$ cat src/hdl/pqi_pkg.sv
`timescale 1ns / 1ps
// ----------------------------------------------------------------------------
// pqi_pkg
// Types and codes shared by the panel input qualifier modules.
// ----------------------------------------------------------------------------
package pqi_pkg;

   localparam int THRESHOLD_WIDTH = 4;
   localparam logic [THRESHOLD_WIDTH-1:0] THRESHOLD_RESET = 4'd8;

   localparam logic [1:0] TRANS_NONE = 2'd0;
   localparam logic [1:0] TRANS_RISE = 2'd1;
   localparam logic [1:0] TRANS_FALL = 2'd2;

   localparam logic [1:0] STEP_NONE = 2'd0;
   localparam logic [1:0] STEP_CW   = 2'd1;
   localparam logic [1:0] STEP_CCW  = 2'd2;

   typedef struct packed {
      logic toggle_pin_n;
      logic push_pin_n;
      logic knob_push_pin_n;
      logic phase_a_pin_n;
      logic phase_b_pin_n;
   } req_type;

   typedef struct packed {
      logic       toggle_level;
      logic [1:0] toggle_edge;
      logic       push_level;
      logic [1:0] push_edge;
      logic       knob_push_level;
      logic [1:0] knob_push_edge;
      logic [1:0] turn_step;
   } rsp_type;

   // Result of one debounced switch for the current tick
   typedef struct packed {
      logic       level;
      logic [1:0] edge_code;
   } switch_result_type;

endpackage

$ cat src/hdl/pqi_debounce.sv
`timescale 1ns / 1ps
// ----------------------------------------------------------------------------
// pqi_debounce
// One switch: saturating stable-sample counter, debounced level, edge code.
// ----------------------------------------------------------------------------
module pqi_debounce
   import pqi_pkg::*;
#(
   parameter int COUNT_WIDTH = 4
) (
   input  logic                       clock,
   input  logic                       reset,
   input  logic                       advance,
   input  logic                       sample,
   input  logic [THRESHOLD_WIDTH-1:0] threshold,
   output switch_result_type          result
);

   localparam int CMP_WIDTH = (COUNT_WIDTH > THRESHOLD_WIDTH) ? COUNT_WIDTH : THRESHOLD_WIDTH;
   localparam logic [COUNT_WIDTH-1:0] COUNT_MAX = {COUNT_WIDTH{1'b1}};

   logic                   prev_sample_ff, prev_sample_in;
   logic [COUNT_WIDTH-1:0] count_ff, count_in;
   logic                   level_ff, level_in;
   logic [COUNT_WIDTH-1:0] count_step;

   always_comb begin
      if (sample == prev_sample_ff) begin
         count_step = (count_ff == COUNT_MAX) ? count_ff : count_ff + COUNT_WIDTH'(1);
      end else begin
         count_step = '0;
      end
      level_in = level_ff;
      count_in = count_step;
      if (CMP_WIDTH'(count_step) > CMP_WIDTH'(threshold)) begin
         level_in = sample;
         count_in = '0;
      end
      prev_sample_in = sample;
   end

   always_comb begin
      result.level = level_in;
      if (level_in == level_ff) begin
         result.edge_code = TRANS_NONE;
      end else if (level_in) begin
         result.edge_code = TRANS_RISE;
      end else begin
         result.edge_code = TRANS_FALL;
      end
   end

   always_ff @(posedge clock) begin
      if (reset) begin
         prev_sample_ff <= 1'b0;
         count_ff       <= '0;
         level_ff       <= 1'b0;
      end else if (advance) begin
         prev_sample_ff <= prev_sample_in;
         count_ff       <= count_in;
         level_ff       <= level_in;
      end
   end

endmodule

$ cat src/hdl/pqi_step.sv
`timescale 1ns / 1ps
// ----------------------------------------------------------------------------
// pqi_step
// Quadrature step decoder: one step per rising edge of phase A.
// ----------------------------------------------------------------------------
module pqi_step
   import pqi_pkg::*;
(
   input  logic       clock,
   input  logic       reset,
   input  logic       advance,
   input  logic       phase_a,
   input  logic       phase_b,
   output logic [1:0] step
);

   logic prev_a_ff;

   always_comb begin
      if (!prev_a_ff && phase_a) begin
         step = phase_b ? STEP_CW : STEP_CCW;
      end else begin
         step = STEP_NONE;
      end
   end

   always_ff @(posedge clock) begin
      if (reset) begin
         prev_a_ff <= 1'b0;
      end else if (advance) begin
         prev_a_ff <= phase_a;
      end
   end

endmodule

$ cat src/hdl/panel_input_qualifier_top.sv
`timescale 1ns / 1ps
// ----------------------------------------------------------------------------
// panel_input_qualifier_top
// Front-panel switch debouncer with edge detect and quadrature step decoder.
// ----------------------------------------------------------------------------
// Path: a request is accepted into the input register, then moves to the
//   result register, where rsp_valid rises.
// Throughput: one request per cycle while rsp_ready is high; set by the single result register,
//   which reloads in the cycle it is taken.
// Reset: synchronous, active high. Clears all switch state, both valid
//   flags, and loads hold_threshold with 8.
// ----------------------------------------------------------------------------
module panel_input_qualifier_top
   import pqi_pkg::*;
#(
   parameter int COUNT_WIDTH = 4   // stable counter width, 2..8
) (
   input  logic                       clock,
   input  logic                       reset,
   // request channel: one sampling tick of the raw active-low pins
   input  logic                       req_valid,
   output logic                       req_ready,
   input  req_type                    req_data,
   // result channel
   output logic                       rsp_valid,
   input  logic                       rsp_ready,
   output rsp_type                    rsp_data,
   // hold_threshold register write
   input  logic                       csr_valid,
   output logic                       csr_ready,
   input  logic [THRESHOLD_WIDTH-1:0] csr_data
);

   // Threshold register. The user must write it only while the block is idle; the block does not enforce this.
   logic [THRESHOLD_WIDTH-1:0] threshold_ff;

   // Input stage holds the raw pins of one request.
   req_type req_data_ff;
   logic    req_valid_ff;

   // Result stage.
   rsp_type rsp_data_ff, rsp_data_in;
   logic    rsp_valid_ff;

   logic    out_free;   // result register can take a new value
   logic    advance;    // input stage moves to result stage, state updates
   logic [2:0]        sample;
   switch_result_type sw_result [3];
   logic [1:0]        step;

   assign csr_ready = 1'b1;

   always_ff @(posedge clock) begin
      if (reset) begin
         threshold_ff <= THRESHOLD_RESET;
      end else if (csr_valid && csr_ready) begin
         threshold_ff <= csr_data;
      end
   end

   // Pipeline handshake: a stage takes new data when empty or when it drains
   // in the same cycle, so a full-rate stream never bubbles.
   assign out_free  = !rsp_valid_ff || rsp_ready;
   assign advance   = req_valid_ff && out_free;
   assign req_ready = !req_valid_ff || out_free;

   always_ff @(posedge clock) begin
      if (reset) begin
         req_valid_ff <= 1'b0;
      end else if (req_ready) begin
         req_valid_ff <= req_valid;
      end
   end

   always_ff @(posedge clock) begin
      if (req_valid && req_ready) begin
         req_data_ff <= req_data;
      end
   end

   // Pins are active low: invert to logical level (1 = on / pressed).
   assign sample = {~req_data_ff.knob_push_pin_n,
                    ~req_data_ff.push_pin_n,
                    ~req_data_ff.toggle_pin_n};

   // One debouncer per switch: toggle, pushbutton, encoder push.
   for (genvar gi = 0; gi < 3; gi++) begin : g_switch
      pqi_debounce #(
         .COUNT_WIDTH (COUNT_WIDTH)
      ) u_debounce (
         .clock     (clock),
         .reset     (reset),
         .advance   (advance),
         .sample    (sample[gi]),
         .threshold (threshold_ff),
         .result    (sw_result[gi])
      );
   end

   pqi_step u_step (
      .clock   (clock),
      .reset   (reset),
      .advance (advance),
      .phase_a (~req_data_ff.phase_a_pin_n),
      .phase_b (~req_data_ff.phase_b_pin_n),
      .step    (step)
   );

   always_comb begin
      rsp_data_in.toggle_level    = sw_result[0].level;
      rsp_data_in.toggle_edge     = sw_result[0].edge_code;
      rsp_data_in.push_level      = sw_result[1].level;
      rsp_data_in.push_edge       = sw_result[1].edge_code;
      rsp_data_in.knob_push_level = sw_result[2].level;
      rsp_data_in.knob_push_edge  = sw_result[2].edge_code;
      rsp_data_in.turn_step       = step;
   end

   always_ff @(posedge clock) begin
      if (reset) begin
         rsp_valid_ff <= 1'b0;
      end else if (out_free) begin
         rsp_valid_ff <= advance;
      end
   end

   always_ff @(posedge clock) begin
      if (advance) begin
         rsp_data_ff <= rsp_data_in;
      end
   end

   assign rsp_valid = rsp_valid_ff;
   assign rsp_data  = rsp_data_ff;

endmodule

$ cat config.mk
export PLATFORM = sky130hd
export DESIGN_NAME = panel_input_qualifier_top
export DESIGN_NICKNAME = d
export VERILOG_FILES = /design/src/hdl/pqi_pkg.sv /design/src/hdl/pqi_debounce.sv /design/src/hdl/pqi_step.sv /design/src/hdl/panel_input_qualifier_top.sv
export SDC_FILE = /design/constraint.sdc
export NUM_CORES = 1
export LEC_CHECK = 0
export BUFFER_PORTS_ARGS = -buffer_cell sky130_fd_sc_hd__buf_2
export CORE_AREA = 2 2 88 81
export DETAILED_ROUTE_END_ITERATION = 6
export DIE_AREA = 0 0 90 83
export GPL_TIMING_DRIVEN = 0
export PLACE_DENSITY = 0.57
export SLEW_MARGIN = 20
export SYNTH_ARGS = -nofsm -noshare
export SYNTH_HDL_FRONTEND = slang
export SYNTH_HIERARCHICAL = 1
export SYNTH_SLANG_ARGS = --single-unit
$ cat constraint.sdc
create_clock -name clock -period 2.68 [get_ports clock]
set_clock_uncertainty 0.2 [all_clocks]
set_input_delay 0.536 -clock clock [delete_from_list [all_inputs] [get_ports clock]]
set_output_delay 0.536 -clock clock [all_outputs]
set_load 0.01 [all_outputs]
# Word-level counts from Yosys, hierarchy flattened
# Index checks and enable logic that the tools add are counted.
dict set report totals {
  wordCells 68
  register_bits 41
  input_bits 14
  latchBits 0
  memories 0
  output_inout_bits 14
  ramBits 0
  rom_bits 0
}
dict set report op_classes {
  shift 0
  n_mux 16
  multipliers 0
  magnitude_cmp 3
  bitwise 4
  div 0
  n_reduce_logical 8
  n_addsub 3
  n_eq_ne 9
}
# cell n
set op_table {}
lappend op_table {{two-way mux 4 bit} 9}
lappend op_table {{adder 4 x 1 -> 4 bit (second input constant)} 3}
lappend op_table {{== test 4 bit (second input constant)} 3}
lappend op_table {{greater-than comparator 4 bit} 3}
lappend op_table {{two-way mux 2 bit} 4}
lappend op_table {{== test 1 bit} 6}
lappend op_table {{inverter 1 bit} 4}
lappend op_table {{logical AND 1 bit} 3}
lappend op_table {{zero test 1 bit} 3}
lappend op_table {{two-way mux 1 bit} 3}
lappend op_table {{logical OR 1 bit} 2}

# Longest topological paths before layout
# Gate-level depths: netlist of run 1.
dict set report depth {
  depth_word 6
  mapped_depth 10
  depth_no_buf 9
}

# Hierarchy
# The synthesis of run 1 kept the hierarchy.
# mod cells_per_inst n_inst seq_area_each_um2 area_per_inst_um2
set modules_own_cells {}
lappend modules_own_cells {{pqi_debounce (g_switch[0].u_debounce ...)} 55 2 120.1 490.5}
lappend modules_own_cells {panel_input_qualifier_top 46 1 600.6 742.0}
lappend modules_own_cells {{pqi_debounce (g_switch[1].u_debounce)} 57 1 120.1 456.7}
lappend modules_own_cells {pqi_step 5 1 20.0 55.1}

# Worst setup path after synthesis of run 1
# OpenSTA, ideal clock, no wires.
dict set report synth_path {
  path_kind {register to register}
  from {reg g_switch[0].u_debounce.count_ff[0]}
  to {reg rsp_data_ff (netlist bit rsp_data[10]) (data pin)}
  setup_time_ps 251
  path_buffers 1
  t_arrival_ps 2143
  path_stages_with_launch 11
  synth_period_minus_slack_ps 2594
  slack_ps 86
  required_ps 2229
  cell_sequence {dfxtp_1 ha_1 nand3_1 mux2i_1 nor2_1 ha_1 nor2b_1 nor4_2 nor2_2 mux2_1 buf_4}
}
dict set report synth_between {
  elab_chain_len 5
  word_cells_on_any_way 6
  classes_between {1 x add/sub; 1 x order compare; 1 x eq/ne; 3 x mux}
}
# element line_no
set synth_rtl {}
lappend synth_rtl {{start, declared} pqi_debounce.sv:23} ;# logic [COUNT_WIDTH-1:0] count_ff, count_in;
lappend synth_rtl {{start signal, assigned} pqi_debounce.sv:60} ;# count_ff <= count_in;
lappend synth_rtl {{adder 4 x 1 -> 4 bit / == test 4 bit (equally long branches)} pqi_debounce.sv:29} ;# count_step = (count_ff == COUNT_MAX) ? count_ff : count_ff + COUNT_WIDTH'(1);
lappend synth_rtl {{two-way mux 4 bit *} pqi_debounce.sv:29}
lappend synth_rtl {{two-way mux 4 bit *} pqi_debounce.sv:28} ;# if (sample == prev_sample_ff) begin
lappend synth_rtl {{greater-than comparator 4 bit *} pqi_debounce.sv:35} ;# if (CMP_WIDTH'(count_step) > CMP_WIDTH'(threshold)) begin
lappend synth_rtl {{two-way mux 1 bit *} pqi_debounce.sv:35}
lappend synth_rtl {{via g_switch[0].u_debounce.level_in} pqi_debounce.sv:24} ;# logic level_ff, level_in;
lappend synth_rtl {{end signal, assigned} panel_input_qualifier_top.sv:129} ;# rsp_data_ff <= rsp_data_in;
lappend synth_rtl {{end, declared} panel_input_qualifier_top.sv:42} ;# rsp_type rsp_data_ff, rsp_data_in;
# Mark *: on every way through the listed nets, which the timed path passes. The rest lies on a longest branch.
# A chain may end at the register's enable or synchronous reset.

# Worst setup path after layout of run 1
# Ends and elaborated chain as after synthesis.

==> results.txt, run 1 <==
- Pin count of the biggest net entering global routing: 33
- The final critical path takes up 96.3% of the cycle.
* Met2 usage in global routing: 20.4%
* Number of slew-limit violations in the final report: 0
- Of the cells placed in the final design, the portion with a size suffix greater than 1 is 34.6%.
- Port Buffer Count: 25
- The critical path crosses 10 cells after its start point.
- Total length of routed wires: 4500 um
- Die area: 7470 um^2
* Share of the yosys chip area belonging to registers: 43.9%
- Die extent in y: 83 um
- Dividing the detail-routed via count by the number of cells gives 4.87.
- H-Tree Depth: 2
* Hold Violations, Final: 0
- Counting tap cells, the placed design contains a total of around 330 instances.
- Largest voltage drop on the vdd net: approximately 0.27 mV
* Antenna viol nets, final: 0
- The total overflow left after global routing is 0.
- Measured slew at the worst slew-check pin: 0.693 ns
- Worst hold slack across all endpoints: 0.204 ns
* Clk buf depth: 2
* Run status: complete, no violations
- For the worst setup path, the data required time is 2.55 ns.
* Clock sinks: 41
- Slowest library cell on the worst path: sky130_fd_sc_hd__dfxtp_4
* Max-cap violations: 0
- Timing would allow up to 0.387 GHz.
* Number of different library cells in the post-synthesis netlist: 43
- The wire-length estimate of the detail-placed layout is a little under 3000 um.
- Horizontal die dimension: 90 um
- The worst hold path belongs to the class input pin to register.
- Ordered cell list for the critical path: ha_4 -> nand3_4 -> mux2i_2 -> nor2_1 -> ha_1 -> nor2b_4 -> nor4_4 -> nor2_2 -> mux2_1 -> buf_4
- After detailed routing, the average wire length per cell comes to 12.7 um.
* Count of standard-cell rows: 28
- The number of global-route vias before repair is around 1,700.
- Pin placement for this block handled 28 I/O pins.
- The worst setup path is captured at a register.
- The setup path with the least slack is of type register to register.
- Headroom to the max-slew limit came out at 53.8%.
* Detailed-router iteration count before antenna repair: 4
* DRC violation count after routing: 0
* Clock period minus final worst setup slack: 2.58 ns
- The first routing iteration left 49 violations.
- The count of cells in the finished layout, fillers not included, comes to ~350.
- Leak: ~1.1 nW
* Final layout net count: 291
* Startpoint class of the critical path: register
- Family with the most delay on the worst path: simple AND/OR/NAND/NOR gates
* Post-layout utilization of the core: 43.2%
- Together, buffers and inverters on the worst path number 1.
- Synthesized cell area: 2230 um^2
- Post-Syn Instances: ~220
* Total setup violations reported at the end of the flow: 0
- The number of antenna violations at the first check in global routing is 0.
- TritonCTS clock tree: yes
- Global-route wire length before repair: between 7000 and 8000 um
* Clock root buffer: sky130_fd_sc_hd__clkbuf_8
* Area added between synthesis and finish: 25.9%
* TritonCTS Buffers: 5
- Worst stage delay on the critical path: 0.37 ns
* Inserted Diodes: 0
- Worst setup margin: 0.0986 ns
* Total number of yosys warnings: 6
* Worst setup endpoint: rsp_data[10]$_DFFE_PP_
- The number of nets in the synthesized netlist is 247.
* Detailed-route via count: about 1,700
* Worst setup timing slack at the placement stage: -0.194 ns
- Critical Path Start: g_switch[0].u_debounce/count_ff[0]$_SDFFE_PP0P_
- Power spread over the standard cell area amounts to 466 nW/um^2.
* M3 GR Usage: 4.17%
* Depth of the worst register-to-register path: 10
* Insertion delay to the later sink of the worst-skew pair: 0.30 ns
- Final total negative setup slack: 0 ns
- Start of the worst register-to-register path: g_switch[0].u_debounce/count_ff[0]$_SDFFE_PP0P_
- At the end of routability-driven placement, the weighted congestion stood at 0.732.
- The region available for standard cell placement spans 6520 um^2.
- The layer flagged by global routing as most heavily used is met2.
- Biggest fanout along the worst timing path: 4
* Met1 track demand over resource: 15.6%
- Post-synthesis average cell area: 10.3 um^2
* Worst reg2reg path endpoint: rsp_data[10]$_DFFE_PP_
* R2R Setup Slk: 0.1 ns
* Clock-pin slew reported for the worst setup and hold paths after clock tree synthesis: 0.09 ns
* Initial core utilization: 34.3%
* Total track usage: 12.4%
* Flip-flop and latch count after synthesis: 41
- Fill cells in the final layout number approximately 650.
* Arr. time, crit path: 2.45 ns
## per-stage QoR
step / cell area [um^2] / power, mW
after floorplan: 2230 / 0.821
after global placement: 2470 / 0.870
after detailed placement: 2470 / 0.872
after CTS: 2670 / 1.30
after global routing: 2810 / 1.38
final: 2810 / 1.31
## sequential cells by signal, summed over array words and instances (netlist names)
signal                              count
g_switch.u_debounce/prev_sample_ff      3
threshold_ff                            4
g_switch.u_debounce/level_ff            3
rsp_data                               11
req_valid_ff                            1
rsp_valid                               1
g_switch.u_debounce/count_ff           12
req_data_ff                             5
u_step/prev_a_ff                        1
## power by group
group          switching, mW  internal [mW]  leakage, nW
Clock                  0.230          0.180       0.0455
Sequential            0.0185          0.670        0.364
Combinational          0.109          0.102        0.734
Total                  0.358          0.952         1.14
## final cells by class
type                       count  area, um^2  area share, %
buffer                         5        41.3           1.47
clock buffer                   5        68.8           2.45
clock inverter                 3        17.5          0.623
inverter                      20        75.1           2.67
multi-input combinational    152        1280           45.5
sequential                    41        1000           35.7
tap                           90         113           4.00
timing repair buffer          37         215           7.65
## kinds of logic (layout without fill, tap and decap cells)
family / Yosys count / after routing / share of synthesized area [%]
other cells: 1 / 1 / 0.168
mux: 15 / 15 / 7.00
compound gates: 32 / 32 / 11.3
buf+inv: 25 / 70 / 5.21
xor+xnor: 9 / 9 / 3.53
flops: 41 / 41 / 43.9
fa+ha+maj: 15 / 15 / 8.40
simple gates: 80 / 80 / 20.5
## what timing repair did
item / CTS / global route
endpoints found under the hold margin: 0 / 0
setup endpoints to repair: 2 / 15
buffers inserted: 8 / 4
pin swaps: 4 / 8
hold buffers: 0 / 0
gates resized for setup: 12 / 26
## layer usage
layer  up-vias  share of wire (%)  routed length (um)
li1        868                  -                   -
met1       817                 47                2120
met2        31                 47                2130
met3         4                4.2                 190
met4         0                1.3                  57
met5         -                  0                   0
## placed cells by master (no fill, tap or decap), drive strengths merged, types with 4 or more instances in the layout
master,n
buf,42
dfxtp,25
nor2,23
inv,20
edfxtp,16
ha,15
mux2i,10
o21ai,10
nand2b,9
nand2,8
nand3,7
o32ai,6
o41ai,6
xor2,6
a21oi,5
clkbuf,5
nor2b,5
mux2,5
nand3b,4
nor4,4
## cell usage after synthesis
cell | instances | share of area, %
sky130_fd_sc_hd__xor2_1 | 6 | 2.4
sky130_fd_sc_hd__or3b_2 | 2 | 0.78
sky130_fd_sc_hd__a211o_4 | 1 | 0.78
sky130_fd_sc_hd__nor3_1 | 2 | 0.45
sky130_fd_sc_hd__nor4_1 | 2 | 0.56
sky130_fd_sc_hd__ha_1 | 15 | 8.4
sky130_fd_sc_hd__and3_1 | 2 | 0.56
sky130_fd_sc_hd__a211oi_1 | 1 | 0.34
sky130_fd_sc_hd__and4_4 | 1 | 0.50
sky130_fd_sc_hd__buf_4 | 4 | 1.3
sky130_fd_sc_hd__inv_1 | 20 | 3.4
sky130_fd_sc_hd__nand4_1 | 3 | 0.84
sky130_fd_sc_hd__nand2b_1 | 9 | 2.5
sky130_fd_sc_hd__o32ai_1 | 6 | 2.4
sky130_fd_sc_hd__edfxtp_1 | 16 | 22
sky130_fd_sc_hd__nor2b_1 | 5 | 1.4
sky130_fd_sc_hd__mux2i_1 | 10 | 4.5
sky130_fd_sc_hd__a211o_1 | 1 | 0.39
sky130_fd_sc_hd__xnor2_1 | 3 | 1.2
sky130_fd_sc_hd__buf_6 | 1 | 0.50
sky130_fd_sc_hd__o21a_1 | 2 | 0.67
sky130_fd_sc_hd__nand3_1 | 7 | 1.6
sky130_fd_sc_hd__nor4_2 | 2 | 1.1
sky130_fd_sc_hd__nor2_1 | 21 | 3.5
sky130_fd_sc_hd__mux2_1 | 2 | 1.0
sky130_fd_sc_hd__or3_1 | 1 | 0.28
sky130_fd_sc_hd__nand2_1 | 8 | 1.3
sky130_fd_sc_hd__o21ai_2 | 2 | 0.78
sky130_fd_sc_hd__mux2_2 | 3 | 1.5
sky130_fd_sc_hd__nor2_2 | 2 | 0.56
sky130_fd_sc_hd__o41ai_2 | 2 | 1.5
sky130_fd_sc_hd__dfxtp_1 | 25 | 22
sky130_fd_sc_hd__and3b_1 | 2 | 0.78
sky130_fd_sc_hd__conb_1 | 1 | 0.17
sky130_fd_sc_hd__o21ai_0 | 8 | 1.8
sky130_fd_sc_hd__o41ai_1 | 4 | 1.6
sky130_fd_sc_hd__and2_1 | 2 | 0.56
sky130_fd_sc_hd__nand3b_1 | 4 | 1.3
sky130_fd_sc_hd__a21oi_1 | 5 | 1.1
sky130_fd_sc_hd__nor3b_1 | 1 | 0.34
sky130_fd_sc_hd__or2_2 | 2 | 0.56
sky130_fd_sc_hd__nand4b_1 | 1 | 0.39
sky130_fd_sc_hd__nor3b_2 | 1 | 0.56
## how the worst min path moves through the flow
stage / from / endpoint / slack [ns] / depth (start not counted)
floorplan: req_valid_ff$_SDFFE_PP0P_ / rsp_valid$_SDFFE_PP0P_ / 0.23 / 2
global placement: req_valid_ff$_SDFFE_PP0P_ / rsp_valid$_SDFFE_PP0P_ / 0.26 / 2
detailed placement: req_valid_ff$_SDFFE_PP0P_ / rsp_valid$_SDFFE_PP0P_ / 0.25 / 2
CTS: req_data[4] / req_data_ff[4]$_DFFE_PP_ / 0.20 / 1
global route: req_data[4] / req_data_ff[4]$_DFFE_PP_ / 0.19 / 1
finish: req_data[4] / req_data_ff[4]$_DFFE_PP_ / 0.20 / 1
No activity file was read; power rests on OpenSTA's default activity.
==> run 2: changes to the inputs <==
- BUFFER_PORTS_ARGS: -buffer_cell sky130_fd_sc_hd__buf_2 -> unset
- DONT_BUFFER_PORTS: unset -> 1
- PLACE_DENSITY: 0.57 -> 0.53
==> run 2 against run 1 <==
Against the previous run:
- hold slack lost 0.11 ns
- worst setup slack worse by 0.013 ns
- first-iteration DRC count grew 4.1%
- register-to-register slack about the same
- clock-buffer cell count unchanged
- sequential power is 1% higher
- die area did not move
- cell count fell by 7.4%
- clock power is 3% higher
- final area shrank 5.2%
- via count fell by 8.3%
- critical path depth grew 1
- critical endpoint is now rsp_data[4]$_DFFE_PP_
==> results.txt, run 2 (synthesized netlist as in run 1, its figures left out) <==
- Run status: complete, no violations
- The number of CTS-inserted buffers is 5 (unchanged).
- Final layout net count: 265 (-8.9%)
- M3 GR Usage: 4.26% (+0.091 points)
* Initial core utilization: 34.3% (unchanged)
- The internal portion of total power is 0.951 mW (-0.10%).
* Fin crit share: 96.8% (+0.47 points)
* Combinational Power Share: 14.0% (-2.2 points)
- The leakage power summed over all cells came to 1.03 nW (-9.7%).
- The total congestion overflow was 0 (unchanged).
- STA classifies the critical path startpoint as a register.
* Required @ worst endpoint: 2.54 ns (about the same)
- Antenna viol nets, final: 0 (unchanged)
- The area of the placeable core is 6520 um^2 (unchanged).
* Part of the power in registers: 53.5% (+1.0 points)
- Number of slew-limit violations in the final report: 0 (unchanged)
- Antenna violations before repair: 0 (unchanged)
- Clock root buffer: sky130_fd_sc_hd__clkbuf_8
- Total setup violations reported at the end of the flow: 0 (unchanged)
- Layout cells sized above 1: 28.3% (-6.3 points)
- The total of max-cap violations came to 0 (unchanged).
- Horizontal die dimension: 90 um (unchanged)
* Power spent charging and discharging nets: 0.349 mW (-2.4%)
- The top-level port count came to 28 (unchanged).
- The number of cells in the finished layout apart from fillers was 327 (-7.4%).
- Net switching share of the total power: 26.9% (-0.46 points)
- The routing usage on met1 came to 14.9% (-0.71 points).
- The post-detailed-placement cell area was 2350 um^2 (-5.1%).
- The routed via count divided by cell count was 4.82 (-1.0%).
* Detailed-route via count: 1,577 (-8.3%)
* RePlAce Congestion: 0.726 (-0.91%)
* Global-route wire length before repair: 7200 um (-4.1%)
- Count of standard-cell rows: 28 (unchanged)
- Pwr dens: 488 nW/um^2 (+4.8%)
* Clock sinks: 41 (unchanged)
- Total track usage: 11.7% (-0.75 points)
- Leaving out fill and tap cells, the most frequent cell in the layout is sky130_fd_sc_hd__nor2_1.
- In this run the worst hold path is classified as input pin to register.
* Die area: 7470 um^2 (unchanged)
- TritonCTS built the clock tree.
- The critical path in this run is classified as register to register.
- Highest clock frequency the design can meet: 0.385 GHz (-0.49%)
- Routed length per placed instance: 13.1 um (+2.7%)
- The count of port buffers added during placement is 0 (-100%).
- Total length of routed wires: 4280 um (-4.9%)
- Final-layout fill cell count: 650 (+0.15%)
* First DRT Iteration DRCs: 51 (+4.1%)
- The part of the power in the clock network is 32.5% (+1.2 points).
* Vias in the first global route: 1,606 (-2.7%)
- Number of hold buffers added after cts: 0 (unchanged)
* Worst-case headroom to the max-slew limit: 54.0% (+0.26 points)
- The final hold violation count came to 0 (unchanged).
* Clock-pin slew reported for the worst setup and hold paths after clock tree synthesis: 0.09 ns (about the same)
* DRC violation count after routing: 0 (unchanged)
- Busiest metal layer after global routing: met2
- The routing usage on met2 came to 18.4% (-2.0 points).
* Pin count of the biggest net entering global routing: 33 (unchanged)
* CP endpoint kind: register
* Biggest fanout along the worst timing path: 4 (unchanged)
- The height of the chip came to 83 um (unchanged).
* Insertion delay to the later sink of the worst-skew pair: 0.30 ns (about the same)
- The time the final worst path needs with I/O delays and setup was 2.59 ns (+0.0126 ns).
- Clk buf depth: 2 (unchanged)
* Seq. cell area: 996 um^2 (-0.75%)
- Detailed-router iteration count before antenna repair: 4 (unchanged)
- Leaving out fill and tap cells, the most frequent cells in the layout are sky130_fd_sc_hd__nor2_1, sky130_fd_sc_hd__dfxtp_1, sky130_fd_sc_hd__inv_1.
* Largest voltage drop on the vdd net: 0.264 mV (-1.1%)
* Arr. time, crit path: 2.45 ns (about the same)
- Flip-flop count of the largest register, all copies and words added: 12 (unchanged)
- Area of the multi-input gates: 1260 um^2 (-1.2%)
- The count of antenna diodes in the layout came to 0 (unchanged).
* H-Tree Depth: 2 (unchanged)
* Power after layout: 1.30 mW (-0.74%)
- Area added between synthesis and finish: 19.3%
- Worst hold slack across all endpoints: 0.0932 ns (-0.110 ns)
- The transition at the pin with the smallest max-transition slack came to 0.690 ns (-0.00386 ns).
- HPWL after detailed placement: 2840 um (-3.8%)
- R2R Setup Slk: 0.09 ns (about the same)
* Post-layout utilization of the core: 40.9% (-2.3 points)
- Final design area excluding fillers: 2670 um^2 (-5.2%)
* Register bank with the most flops: g_switch.u_debounce/count_ff
* Cell count after placement: 308 (-7.5%)
## run 2: worst paths after layout
path | start | to | cells past startpoint
hold / removal | reset | rsp_valid$_SDFFE_PP0P_ | 1
setup / recovery | g_switch[2].u_debounce/count_ff[0]$_SDFFE_PP0P_ | rsp_data[4]$_DFFE_PP_ | 11
hold reg to reg | req_valid_ff$_SDFFE_PP0P_ | rsp_valid$_SDFFE_PP0P_ | 2
setup reg to reg | g_switch[2].u_debounce/count_ff[0]$_SDFFE_PP0P_ | rsp_data[4]$_DFFE_PP_ | 11
## run 2: through the flow
stage | setup slack, ns | setup TNS [ns]
finish | 0.0860 | 0
global route | -0.0213 | -0.0213
CTS | -0.0129 | -0.0129
detailed placement | -0.190 | -0.353
global placement | -0.214 | -1.04
floorplan | 0.0858 | 0
## run 2: metal layers
metal,vias up,share of wire (%)
li1,816,-
met1,729,47
met2,27,47
met3,5,5.0
met4,0,0.89
met5,-,0
## run 2: repair_timing
action / CTS / global route
setup endpoints to repair: 2 / 12
buffers inserted: 8 / 3
gates resized for setup: 14 / 20
pin swaps: 4 / 7
## run 2: cell type report
cell class	count	area share, %
Sequential cell	41	37.4
Multi-Input combinational cell	152	47.4
Clock buffer	5	2.58
Buffer	5	1.55
Tap cell	90	4.23
Clock inverter	3	0.939
Timing Repair Buffer	11	3.10
Inverter	20	2.82
## run 2: critical path, stage by stage, from the launching register on
cell,delay (ns)
sky130_fd_sc_hd__dfxtp_4,0.37
sky130_fd_sc_hd__ha_4,0.18
sky130_fd_sc_hd__nand3_4,0.10
sky130_fd_sc_hd__mux2i_4,0.25
sky130_fd_sc_hd__nor2_2,0.06
sky130_fd_sc_hd__ha_1,0.30
sky130_fd_sc_hd__buf_4,0.13
sky130_fd_sc_hd__nand4_1,0.10
sky130_fd_sc_hd__o21ai_2,0.09
sky130_fd_sc_hd__nor2_2,0.14
sky130_fd_sc_hd__mux2_4,0.31
sky130_fd_sc_hd__buf_4,0.13
## run 2: power by group through the flow
stage          registers [mW]  logic [mW]  clock network (mW)
2_1_floorplan           0.705       0.116                   0
3_3_place_gp            0.710       0.140                   0
3_5_place_dp            0.710       0.139                   0
4_1_cts                 0.696       0.163               0.443
5_1_grt                 0.699       0.206               0.464
6_report                0.696       0.182               0.423
